$ cat src/rtl/core/idsa_pkg.sv
// idsa_pkg: types, codes and default sizes for the id slot allocator
// no dependencies; imported by idsa_ctrl, idsa_dpath and the top level
package idsa_pkg;

  // default sizes handed to the top level parameters
  localparam int unsigned MaxIdsDef     = 256;
  localparam int unsigned ChunkDef      = 32;
  localparam int unsigned HandleBitsDef = 32;

  // request modes
  typedef enum logic [1:0] {
    MODE_ALLOC   = 2'd0,
    MODE_PLACE   = 2'd1,
    MODE_RELEASE = 2'd2,
    MODE_LOOKUP  = 2'd3
  } mode_e;

  // result status codes
  typedef enum logic [1:0] {
    ST_OK    = 2'd0,
    ST_FULL  = 2'd1,
    ST_RANGE = 2'd2,
    ST_OVF   = 2'd3
  } status_e;

  // input word
  typedef struct packed {
    mode_e       mode;
    logic [7:0]  slot_id;
    logic [31:0] handle;
  } idsa_in_t;

  // output word
  typedef struct packed {
    logic [7:0]  id_out;
    logic [31:0] handle_out;
    logic        is_valid;
    status_e     status;
  } idsa_out_t;

  // which kind of result the datapath builds
  typedef enum logic [2:0] {
    RES_ALLOC,
    RES_FULL,
    RES_RANGE,
    RES_WRITE,
    RES_LOOKUP
  } res_sel_e;

  // controller states
  typedef enum logic [3:0] {
    S_GROW,
    S_IDLE,
    S_DECIDE,
    S_POP,
    S_ALLOC_WR,
    S_PLACE_WR,
    S_RELEASE,
    S_LOOKUP_RD,
    S_RESULT
  } state_e;

  // commands from controller to datapath
  typedef struct packed {
    logic     load_req;
    logic     grow_step;
    logic     pop_rd;
    logic     alloc_wr;
    logic     place_wr;
    logic     release_wr;
    logic     table_rd;
    logic     res_load;
    res_sel_e res_sel;
  } idsa_cmd_t;

  // status from datapath to controller
  typedef struct packed {
    mode_e mode;
    logic  id_ge_max;
    logic  id_ge_ceil;
    logic  stack_empty;
    logic  ceil_at_max;
    logic  grow_last;
  } idsa_sts_t;

endpackage

$ cat src/rtl/core/idsa_ctrl.sv
// idsa_ctrl: sequencing state machine for the id slot allocator
// depends on idsa_pkg; drives idsa_dpath through idsa_cmd_t
module idsa_ctrl (
  input  logic                clk_i,
  input  logic                rst_ni,
  input  logic                in_valid_i,
  output logic                in_ready_o,
  output logic                out_valid_o,
  input  logic                out_ready_i,
  input  idsa_pkg::idsa_sts_t sts_i,
  output idsa_pkg::idsa_cmd_t cmd_o
);
  import idsa_pkg::*;

  state_e   state_q, state_d;
  res_sel_e res_q, res_d;
  logic     active_q, active_d;
  logic     oval_q, oval_d;
  logic     accept;

  assign in_ready_o  = (state_q == S_IDLE);
  assign accept      = in_valid_i && in_ready_o;
  assign out_valid_o = oval_q;

  // state register
  always_ff @(posedge clk_i or negedge rst_ni) begin
    if (!rst_ni) begin
      state_q  <= S_GROW;
      res_q    <= RES_RANGE;
      active_q <= 1'b0;
      oval_q   <= 1'b0;
    end else begin
      state_q  <= state_d;
      res_q    <= res_d;
      active_q <= active_d;
      oval_q   <= oval_d;
    end
  end

  // next state and commands
  always_comb begin
    state_d  = state_q;
    res_d    = res_q;
    active_d = active_q;
    oval_d   = oval_q && !out_ready_i;
    cmd_o    = '0;
    cmd_o.res_sel = res_q;
    case (state_q)
      S_GROW: begin
        cmd_o.grow_step = 1'b1;
        if (sts_i.grow_last) begin
          state_d = active_q ? S_DECIDE : S_IDLE;
        end
      end
      S_IDLE: begin
        if (accept) begin
          cmd_o.load_req = 1'b1;
          active_d       = 1'b1;
          state_d        = S_DECIDE;
        end
      end
      S_DECIDE: begin
        case (sts_i.mode)
          MODE_ALLOC: begin
            if (!sts_i.stack_empty) begin
              state_d = S_POP;
            end else if (!sts_i.ceil_at_max) begin
              state_d = S_GROW;
            end else begin
              res_d   = RES_FULL;
              state_d = S_RESULT;
            end
          end
          MODE_PLACE: begin
            if (sts_i.id_ge_max) begin
              res_d   = RES_RANGE;
              state_d = S_RESULT;
            end else if (sts_i.id_ge_ceil) begin
              state_d = S_GROW;
            end else begin
              state_d = S_PLACE_WR;
            end
          end
          MODE_RELEASE: begin
            if (sts_i.id_ge_ceil) begin
              res_d   = RES_RANGE;
              state_d = S_RESULT;
            end else begin
              state_d = S_RELEASE;
            end
          end
          default: begin
            if (sts_i.id_ge_ceil) begin
              res_d   = RES_RANGE;
              state_d = S_RESULT;
            end else begin
              state_d = S_LOOKUP_RD;
            end
          end
        endcase
      end
      S_POP: begin
        cmd_o.pop_rd = 1'b1;
        state_d      = S_ALLOC_WR;
      end
      S_ALLOC_WR: begin
        cmd_o.alloc_wr = 1'b1;
        res_d          = RES_ALLOC;
        state_d        = S_RESULT;
      end
      S_PLACE_WR: begin
        cmd_o.place_wr = 1'b1;
        res_d          = RES_WRITE;
        state_d        = S_RESULT;
      end
      S_RELEASE: begin
        cmd_o.release_wr = 1'b1;
        res_d            = RES_WRITE;
        state_d          = S_RESULT;
      end
      S_LOOKUP_RD: begin
        cmd_o.table_rd = 1'b1;
        res_d          = RES_LOOKUP;
        state_d        = S_RESULT;
      end
      S_RESULT: begin
        // wait for the output register to be free
        if (!oval_q || out_ready_i) begin
          cmd_o.res_load = 1'b1;
          oval_d         = 1'b1;
          active_d       = 1'b0;
          state_d        = S_IDLE;
        end
      end
      default: begin
        state_d = S_IDLE;
      end
    endcase
  end

  // checks
  a_pop_nonempty: assert property (@(posedge clk_i) disable iff (!rst_ni)
    (state_q == S_POP) |-> !sts_i.stack_empty)
    else $error("pop from empty free stack");

  a_accept_decide: assert property (@(posedge clk_i) disable iff (!rst_ni)
    accept |=> (state_q == S_DECIDE) && active_q)
    else $error("accepted word not taken into decode");

  a_load_shows: assert property (@(posedge clk_i) disable iff (!rst_ni)
    cmd_o.res_load |=> oval_q && !active_q)
    else $error("result load did not raise output valid");

endmodule

$ cat config.mk
export PLATFORM = sky130hd
export DESIGN_NAME = idsa_ctrl
export DESIGN_NICKNAME = d
export VERILOG_FILES = /design/src/rtl/core/idsa_pkg.sv /design/src/rtl/core/idsa_ctrl.sv
export SDC_FILE = /design/constraint.sdc
export NUM_CORES = 1
export LEC_CHECK = 0
export BUFFER_PORTS_ARGS = -buffer_cell sky130_fd_sc_hd__buf_4
export CAP_MARGIN = 20
export CORE_UTILIZATION = 46
export DETAILED_ROUTE_END_ITERATION = 7
export GPL_TIMING_DRIVEN = 0
export MAX_ROUTING_LAYER = met4
export PLACE_DENSITY = 0.73
export SYNTH_ARGS = -nofsm -noshare
export SYNTH_HDL_FRONTEND = slang
export SYNTH_SLANG_ARGS = --single-unit
$ cat constraint.sdc
create_clock -name clk_i -period 2.35 [get_ports clk_i]
set_clock_uncertainty 0.1 [all_clocks]
set_input_delay 0 -clock clk_i [delete_from_list [all_inputs] [get_ports clk_i]]
set_output_delay 0 -clock clk_i [all_outputs]
set_load 0.005 [all_outputs]
### Word level (Yosys, flattened, before mapping)

Cells that the tools add are included.

* equal/unequal tests: 17
* muxes and demuxes: 33
* reduce and logical (&&, ||, !) cells: 14

Operators by type and width (number)
* $mux 4: 8
* $pmux 4 s6: 1
* $eq 4x3->1 const B: 4
* $mux 3: 5
* $mux 1: 14
* $pmux 3 s4: 1
* $pmux 4 s3: 1
* $ne 3x3->1 const B: 3
* $eq 4x2->1 const B: 2
* $pmux 3 s2: 1
* $reduce_and 3->1: 2
* $reduce_and 5->1: 1
* $eq 4x1->1 const B: 1
* $eq 4x4->1 const B: 1
* $logic_not 4->1: 1
* $ne 2x2->1 const B: 2
* $ne 4x4->1 const B: 1
* $reduce_bool 4->1: 1
* $reduce_or 4->1: 1
* $eq 2x1->1 const B: 1
* $eq 2x2->1 const B: 1
* $logic_and 1x1->1: 2
* $logic_not 1->1: 2
* $logic_not 2->1: 1
* other kinds (6): 6

* register bits after elaboration: 9
* bits of input ports: 11
* word-level logic and storage cells: 68

### Logic depth before layout (Yosys ltp)

Gate-level depths: netlist of run 1.

* word-level depth: 4
* gate-level depth with buffers: 5

### Worst setup path before layout of run 1

No wires, ideal clock.

* kind: flip-flop to flip-flop
* start: register state_q[0]
* end: register state_q[1]
* arrival: 1.509 ns
* data required time: 2.129 ns
* slack: 0.620 ns
* cell stages (with the launch flop): 5
* buffers on the path: 1
* period minus slack after synthesis: 1.730 ns
* cells stage by stage: dfrtp_1 > buf_6 > or4b_4 > or3_4 > and4b_1

* longest elaborated chain between the ends: 4
* elaborated cells between the ends (all ways): 16
* those cells by class: eq/ne: 11; mux: 1; reduce/logical: 4

Ends and longest elaborated chain
* start: declaration: line idsa_ctrl.sv:15 `state_e state_q, state_d;`
* start signal: assignment: line idsa_ctrl.sv:33 `state_q <= state_d;`
* branches (longest 4 deep; another with $pmux 4 s6)

Several ways; the timed one is not identified.
A chain may end at the register's enable or synchronous reset.

### Worst setup path in the final report of run 1

* start: register state_q[1]
* end: register state_q[1]

The elaborated chain is that of the path after synthesis.

==> results of run 1 <==
[critical path, delay by kind of cell (launching register included)]
kind	cells	cell delay (ns)
buffers and inverters	1	0.18
and+or+nand+nor	3	1.07
DFF	1	0.35
[metrics by stage]
step	worst slack (ns)	hold WS, ns	total power, mW	std cells	utilization (%)
final	0.537	0.0139	0.923	116	74.5
after global routing	0.483	0.0299	0.984	116	74.5
after CTS	0.539	0.00630	0.923	116	74.5
after detailed placement	0.554	-0.268	0.791	108	68.7
after global placement	0.566	-0.271	0.780	108	68.7
after floorplan	0.620	-0.396	0.597	71	-
[flip-flops by register name (all words and copies together) (netlist names)]
register     cells
active_q         1
out_valid_o      1
res_q            3
state_q          4
[kinds of logic after synthesis]
logic type / after synthesis / synth area share (%)
AOI/OAI and AO/OA: 15 / 17.8
buffers and inverters: 10 / 8.28
DFF: 9 / 37.5
and+or+nand+nor: 37 / 36.4
[report_power, final]
group	leakage, nW	internal, mW	switching (mW)
Combinational	0.304	0.277	0.262
Clock	0.0150	0.0655	0.0577
Sequential	0.112	0.228	0.0332
[area by class of cell]
class | instances | share of cell area, %
Clock buffer | 4 | 3.05
Multi-Input combinational cell | 52 | 38.1
Timing Repair Buffer | 27 | 24.7
Sequential cell | 9 | 26.3
Buffer | 5 | 3.63
Inverter | 5 | 2.18
Tap cell | 14 | 2.03
[how the worst max path moves through the flow]
| stage | slack [ns] | to | startpoint |
|---|---|---|---|
| 2_1_floorplan | 0.62 | state_q[1]$_DFFE_PN0P_ | state_q[0]$_DFFE_PN0P_ |
| 3_3_place_gp | 0.57 | res_q[0]$_DFFE_PN0P_ | state_q[0]$_DFFE_PN0P_ |
| 3_5_place_dp | 0.55 | state_q[1]$_DFFE_PN0P_ | state_q[1]$_DFFE_PN0P_ |
| 4_1_cts | 0.54 | state_q[1]$_DFFE_PN0P_ | state_q[1]$_DFFE_PN0P_ |
| 5_1_grt | 0.48 | res_q[0]$_DFFE_PN0P_ | state_q[2]$_DFFE_PN0P_ |
| 6_report | 0.54 | state_q[1]$_DFFE_PN0P_ | state_q[1]$_DFFE_PN0P_ |
[what timing repair did]
action | 4_1_cts | 5_1_grt
endpoints found under the hold margin | 13 | 0
hold buffers | 4 | 0
setup buffers | 0 | 0
[placed cells by master (no fill, tap or decap), drive strengths merged]
cell type,count
nor3,4
dlygate4sd3,4
o211a,1
a21oi,3
buf,26
a221oi,1
o31a,1
dfrtp,8
or3,2
and2,1
o21a,1
clkbuf,6
o22ai,2
a2111oi,1
a31oi,1
nor4b,1
nand2,4
nor2b,2
nor4,3
nor2,12
and2b,1
nand2b,4
o21ai,2
inv,5
and4b,1
dfstp,1
or2b,1
a211o,1
or4b,1
o311a,1
[metal layers]
layer  track usage [%]  vias to the layer above
li1                  -                      313
met1              33.5                      288
met2              39.8                       24
met3              3.49                        4
met4              18.8                        0
met5                 -                        -
==> summary.txt, run 1 <==
Synthesis
  • Mapped Area: a little over 600 µm²
  • Sequential-to-total area share from yosys stat: 37.5%
  • Net count after synthesis: slightly above 80
  • Ys async rst share: 100%
  • Synthesized flop and latch total: 9
  • Post-synth top area cell: dfrtp_1
  • Top post-synthesis cells by area: dfrtp_1, nor2_1, dfstp_2, or3_4, nor3_1
  • Top_reg_cell synth: dfrtp_1
  • Post-Syn Instances: 71
  • Syn avg cell area: about 8.5 µm²
  • Ys Warns: 0
  • Count leader, synth: nor2_1
  • Number of flops mapped to enable cells by yosys: 0
  • Yosys top cell area share: 33.1%
  • Post-synth cell types: 32
  • Post-synth top cells: nor2_1, dfrtp_1, inv_1

Routing
  • Avg WL per Cell: approximately 13 µm
  • DRT antenna net count: 0
  • DRC: 0
  • Met3 WL post-DR: about 90 µm
  • M1 wire length: just over 700 µm
  • WL met2: 708 µm
  • Top layer in use: met4
  • First drt pass iteration count: 4
  • Drt first-iter violations: 11
  • Via/cell ratio: approximately 5.4
  • Total number of vias: roughly 630
  • Final WL: 1560 µm

Cells and area
  • Nets: 114
  • Storage cell area: 226 µm²
  • Antenna Cells: 0
  • P&R area growth vs syn: 42.4%
  • Fraction of layout cells with a size suffix above 1: between 30% and 40%
  • Area of the multi-input gates: between 300 and 400 µm²
  • Design area: 861 µm²
  • Fill cell count: between 90 and 100

Hold path
  • Min-Delay Endpoint: state_q[0]$_DFFE_PN0P_
  • Min-Delay Path Depth: 3
  • Hold_sp: sts_i[0]
  • HP Class: in -> reg

Clock tree
  • Clk pin slew, worst setup/hold paths: 0.07 ns
  • H-tree levels: 1
  • CTS max path bufs: 2
  • Gates resized, CTS repair: 0
  • Clock Sinks: 9
  • Num CTS Buffers: 3
  • CTS tree: built
  • Root Driver: clkbuf_4
  • Clock latency at the later pin of the worst-skew pair: 0.27 ns

Floorplan
  • Starting density of the core: 52.3%
  • Horiz. Die Dim: roughly 38 µm
  • Standard-cell rows: 12
  • IO Pins: 24
  • Core area: 1160 µm²
  • Total Die Area: between 1000 and 1500 µm²
  • Die H: between 30 and 40 µm

Placed design
  • Port Buf Inserts: 23
  • Placed Area: about 790 µm²
  • Post-DP HPWL: about 1100 µm
  • RePlAce Congestion: 0.852

Timing
  • Final period util: between 70 and 80%
  • Unrepaired setup endpoints after global routing: false
  • Setup TNS: 0 ns
  • Max-slew violations: 0
  • Tmin final: 1.81 ns
  • Slew margin rel.: between 60% and 70%
  • Worst-margin pin slew: 0.451 ns
  • Fmax achieved: about 0.55 GHz
  • Final Hold Viols: 0
  • Setup Viol. Count Final: 0

Outcome
  • Status: complete, no violations

GRT
  • Global Route Usage Sum: a little over a quarter
  • Antenna violations before repair: 0
  • Grt ovf: 0
  • Vias in the first global route: 578
  • Largest net degree at the start of global routing: 11
  • First-pass GRT wire length: 2490 µm

Setup path
  • Crit start category: flip-flop
  • Reg2Reg Setup Slack: 0.54 ns
  • R2R Path End: state_q[1]$_DFFE_PN0P_
  • Worst reg2reg path depth: 4
  • Slowest stage delay, CP: between 0.5 and 0.6 ns
  • Worst Setup Path Type: reg -> reg
  • Cell chain of the critical path: buf_2 > or4b_4 > or3_4 > and4b_1
  • Worst Path Arrival: ~1.9 ns
  • WP data required: 2.41 ns
  • Worst reg2reg path startpoint: state_q[1]$_DFFE_PN0P_
  • Slowest CP cell: or4b_4
  • Element type at the critical path end: flip-flop
  • Crit Path Max Fanout: 9

Power and ir drop
  • Pwr per Cell Area: between 1000 and 1500 nW/µm²
  • Leak: roughly 0.43 nW
  • Peak VDD IR: 0.665 mV

Job
  • Max_cap viols: 0
(Power assumes the default switching activity.)
==> run 2: changes to the inputs <==
--- a/config.mk
+++ b/config.mk
@@ -7,11 +7,11 @@
 export LEC_CHECK = 0
 export BUFFER_PORTS_ARGS = -buffer_cell sky130_fd_sc_hd__buf_4
 export CAP_MARGIN = 20
-export CORE_UTILIZATION = 46
+export CORE_UTILIZATION = 41
 export DETAILED_ROUTE_END_ITERATION = 7
 export GPL_TIMING_DRIVEN = 0
 export MAX_ROUTING_LAYER = met4
-export PLACE_DENSITY = 0.73
+export PLACE_DENSITY = 0.69
 export SYNTH_ARGS = -nofsm -noshare
 export SYNTH_HDL_FRONTEND = slang
 export SYNTH_SLANG_ARGS = --single-unit
==> constraint.sdc (replaced) <==
create_clock -name clk_i -period 1.65 [get_ports clk_i]
set_clock_uncertainty 0.1 [all_clocks]
set_input_delay 0 -clock clk_i [delete_from_list [all_inputs] [get_ports clk_i]]
set_output_delay 0 -clock clk_i [all_outputs]
set_load 0.005 [all_outputs]
==> run 2 against run 1 <==
Compared with the run above: the run now ends with negative setup slack left; first-iteration DRC count is 55% higher; largest power group unchanged; design area is 7.6% higher; routed wire length is 5.8% higher; highest routed layer is now met3; non-clock buffer count is 3 higher.
==> summary.txt, run 2 (synthesis gave the netlist of run 1 again) <==
Setup path
  • Crit start category: flip-flop
  • Element type at the critical path end: flip-flop
  • Worst Path Arrival: between 1.5 and 2 ns
  • Reg2Reg Setup Slack: -0.11 ns
  • Crit Path Max Fanout: 5
  • Critical Path Start: state_q[0]$_DFFE_PN0P_
  • R2R Path End: state_q[1]$_DFFE_PN0P_
  • WP data required: ~1.7 ns
  • Worst reg2reg path startpoint: state_q[0]$_DFFE_PN0P_
  • Crit path capture: state_q[1]$_DFFE_PN0P_
  • Worst reg2reg path depth: 3
  • Worst Setup Path Type: reg -> reg

Clock tree
  • Clock Sinks: 9
  • Root Driver: clkbuf_4
  • Clk pin slew, worst setup/hold paths: approximately 0.070 ns
  • Clock latency at the later pin of the worst-skew pair: between 0.2 and 0.3 ns
  • Num CTS Buffers: 3
  • CTS tree: built
  • CTS max path bufs: 2
  • H-tree levels: 1

Timing
  • Slew margin rel.: between 60% and 70%
  • Final Hold Viols: 0
  • Unrepaired setup endpoints after global routing: true
  • Worst-margin pin slew: roughly 0.47 ns
  • Setup Viol. Count Final: 5
  • Max-slew violations: 0
  • Tmin final: 1.76 ns
  • WHS: about 0.012 ns
  • Worst setup margin: -0.109 ns
  • Final period util: 107%
  • Fmax achieved: ~0.57 GHz

Cells and area
  • Top reg by flops: state_q
  • Commonest non-fill, non-tap cell in the layout: buf_4
  • Most frequent cells in the layout: buf_4, nor2_1, dfrtp_1
  • Fraction of layout cells with a size suffix above 1: around 44%
  • Storage cell area: approximately 230 µm²
  • Area of the multi-input gates: around 360 µm²
  • Final std cells w/o fill: 120
  • Antenna Cells: 0
  • Fill cell count: approximately 120
  • Largest regs: state_q x4, res_q x3
  • P&R area growth vs syn: 53.2%
  • Design area: around 900 µm²
  • Largest register FFs: 4
  • Nets: roughly 120

GRT
  • Largest net degree at the start of global routing: 11
  • Vias in the first global route: 530
  • First-pass GRT wire length: ~2300 µm
  • Grt ovf: 0
  • Antenna violations before repair: 0
  • Global Route Usage Sum: 22.6%

Placed design
  • Placed cell count: between 100 and 150
  • Port Buf Inserts: 23
  • Placed Area: 796 µm²
  • Post-DP HPWL: about 1100 µm
  • RePlAce Congestion: ~0.76

Floorplan
  • Starting density of the core: 45.3%
  • Core area: about 1300 µm²
  • Horiz. Die Dim: between 40 and 50 µm
  • Standard-cell rows: 13
  • Total Die Area: ~1600 µm²
  • Die H: ~40 µm
  • IO Pins: 24

Routing
  • DRC: 0
  • Total number of vias: ~650
  • Final WL: 1650 µm
  • First drt pass iteration count: 4
  • DRT antenna net count: 0
  • Via/cell ratio: 5.39
  • Avg WL per Cell: 13.7 µm
  • Drt first-iter violations: 17

Power and ir drop
  • Peak VDD IR: just over 0.9 mV
  • Tot Pwr: roughly 1.4 mW
  • Leak: 0.471 nW
  • Pwr per Cell Area: 1540 nW/µm²

Outcome
  • Status: finished, violations left
  • Failing checks: negative setup slack

Job
  • Max_cap viols: 0

Hold path
  • HP Class: in -> reg
run 2: cell count changes in the layout (fill, tap and decap cells not counted), sizes merged:
cell,delta
clkinv,+1
dlygate4sd3,-1
buf,+4
clkbuf,-2
dlymetal6s2s,+1
run 2: routing by layer:
layer  global-route usage [%]  wire length [µm]
met5                        -                 0
met3                     9.44                77
met2                     39.3               883
met1                     23.5               687
met4                     5.00                 0
run 2: what timing repair did:
action                                 CTS  global route
setup endpoints to repair                7             9
cloned                                   0             0
buffers inserted                         5             1
pin swaps                                3             3
resized for setup                        6             6
hold buffers                             3             0
endpoints found under the hold margin   11             0
run 2: final cells by class:
class / instances / share of cell area [%]
buffer: 3 / 2.16
clock buffer: 3 / 2.43
clock inverter: 1 / 0.541
inverter: 5 / 2.03
multi-input combinational: 52 / 38.9
sequential: 9 / 24.6
tap: 15 / 2.03
timing repair buffer: 32 / 27.3
run 2: worst max-delay path, stage by stage (launching register included):
cell and delay (ns):
dfrtp_1 0.43, or4b_4 0.55, or3_4 0.37, and4b_1 0.20
run 2: through the flow:
stage | setup slack (ns) | utilization (%) | TNS, ns
floorplan | -0.0800 | - | -0.182
global placement | -0.137 | 59.7 | -0.462
CTS | -0.155 | 68.4 | -0.617
global route | -0.142 | 69.4 | -0.474
finish | -0.109 | 69.4 | -0.260
detailed placement | -0.151 | 59.7 | -0.464
run 2: how the worst min path moves through the flow:
stage / from / endpoint / slack (ns) / depth (start not counted)
after floorplan: rst_ni / active_q$_DFFE_PN0P_ / -0.40 / 0
after global placement: rst_ni / active_q$_DFFE_PN0P_ / -0.27 / 1
after detailed placement: rst_ni / state_q[1]$_DFFE_PN0P_ / -0.27 / 1
after CTS: sts_i[3] / state_q[2]$_DFFE_PN0P_ / 0.003 / 3
after global routing: sts_i[3] / state_q[2]$_DFFE_PN0P_ / 0.03 / 3
final: sts_i[3] / state_q[2]$_DFFE_PN0P_ / 0.01 / 3
run 2: report_power, final:
group	internal, mW	total (mW)	leakage, nW	switching, mW
clock network	0.0895	0.172	0.0177	0.0820
registers	0.327	0.409	0.111	0.0821
logic	0.473	0.847	0.343	0.374
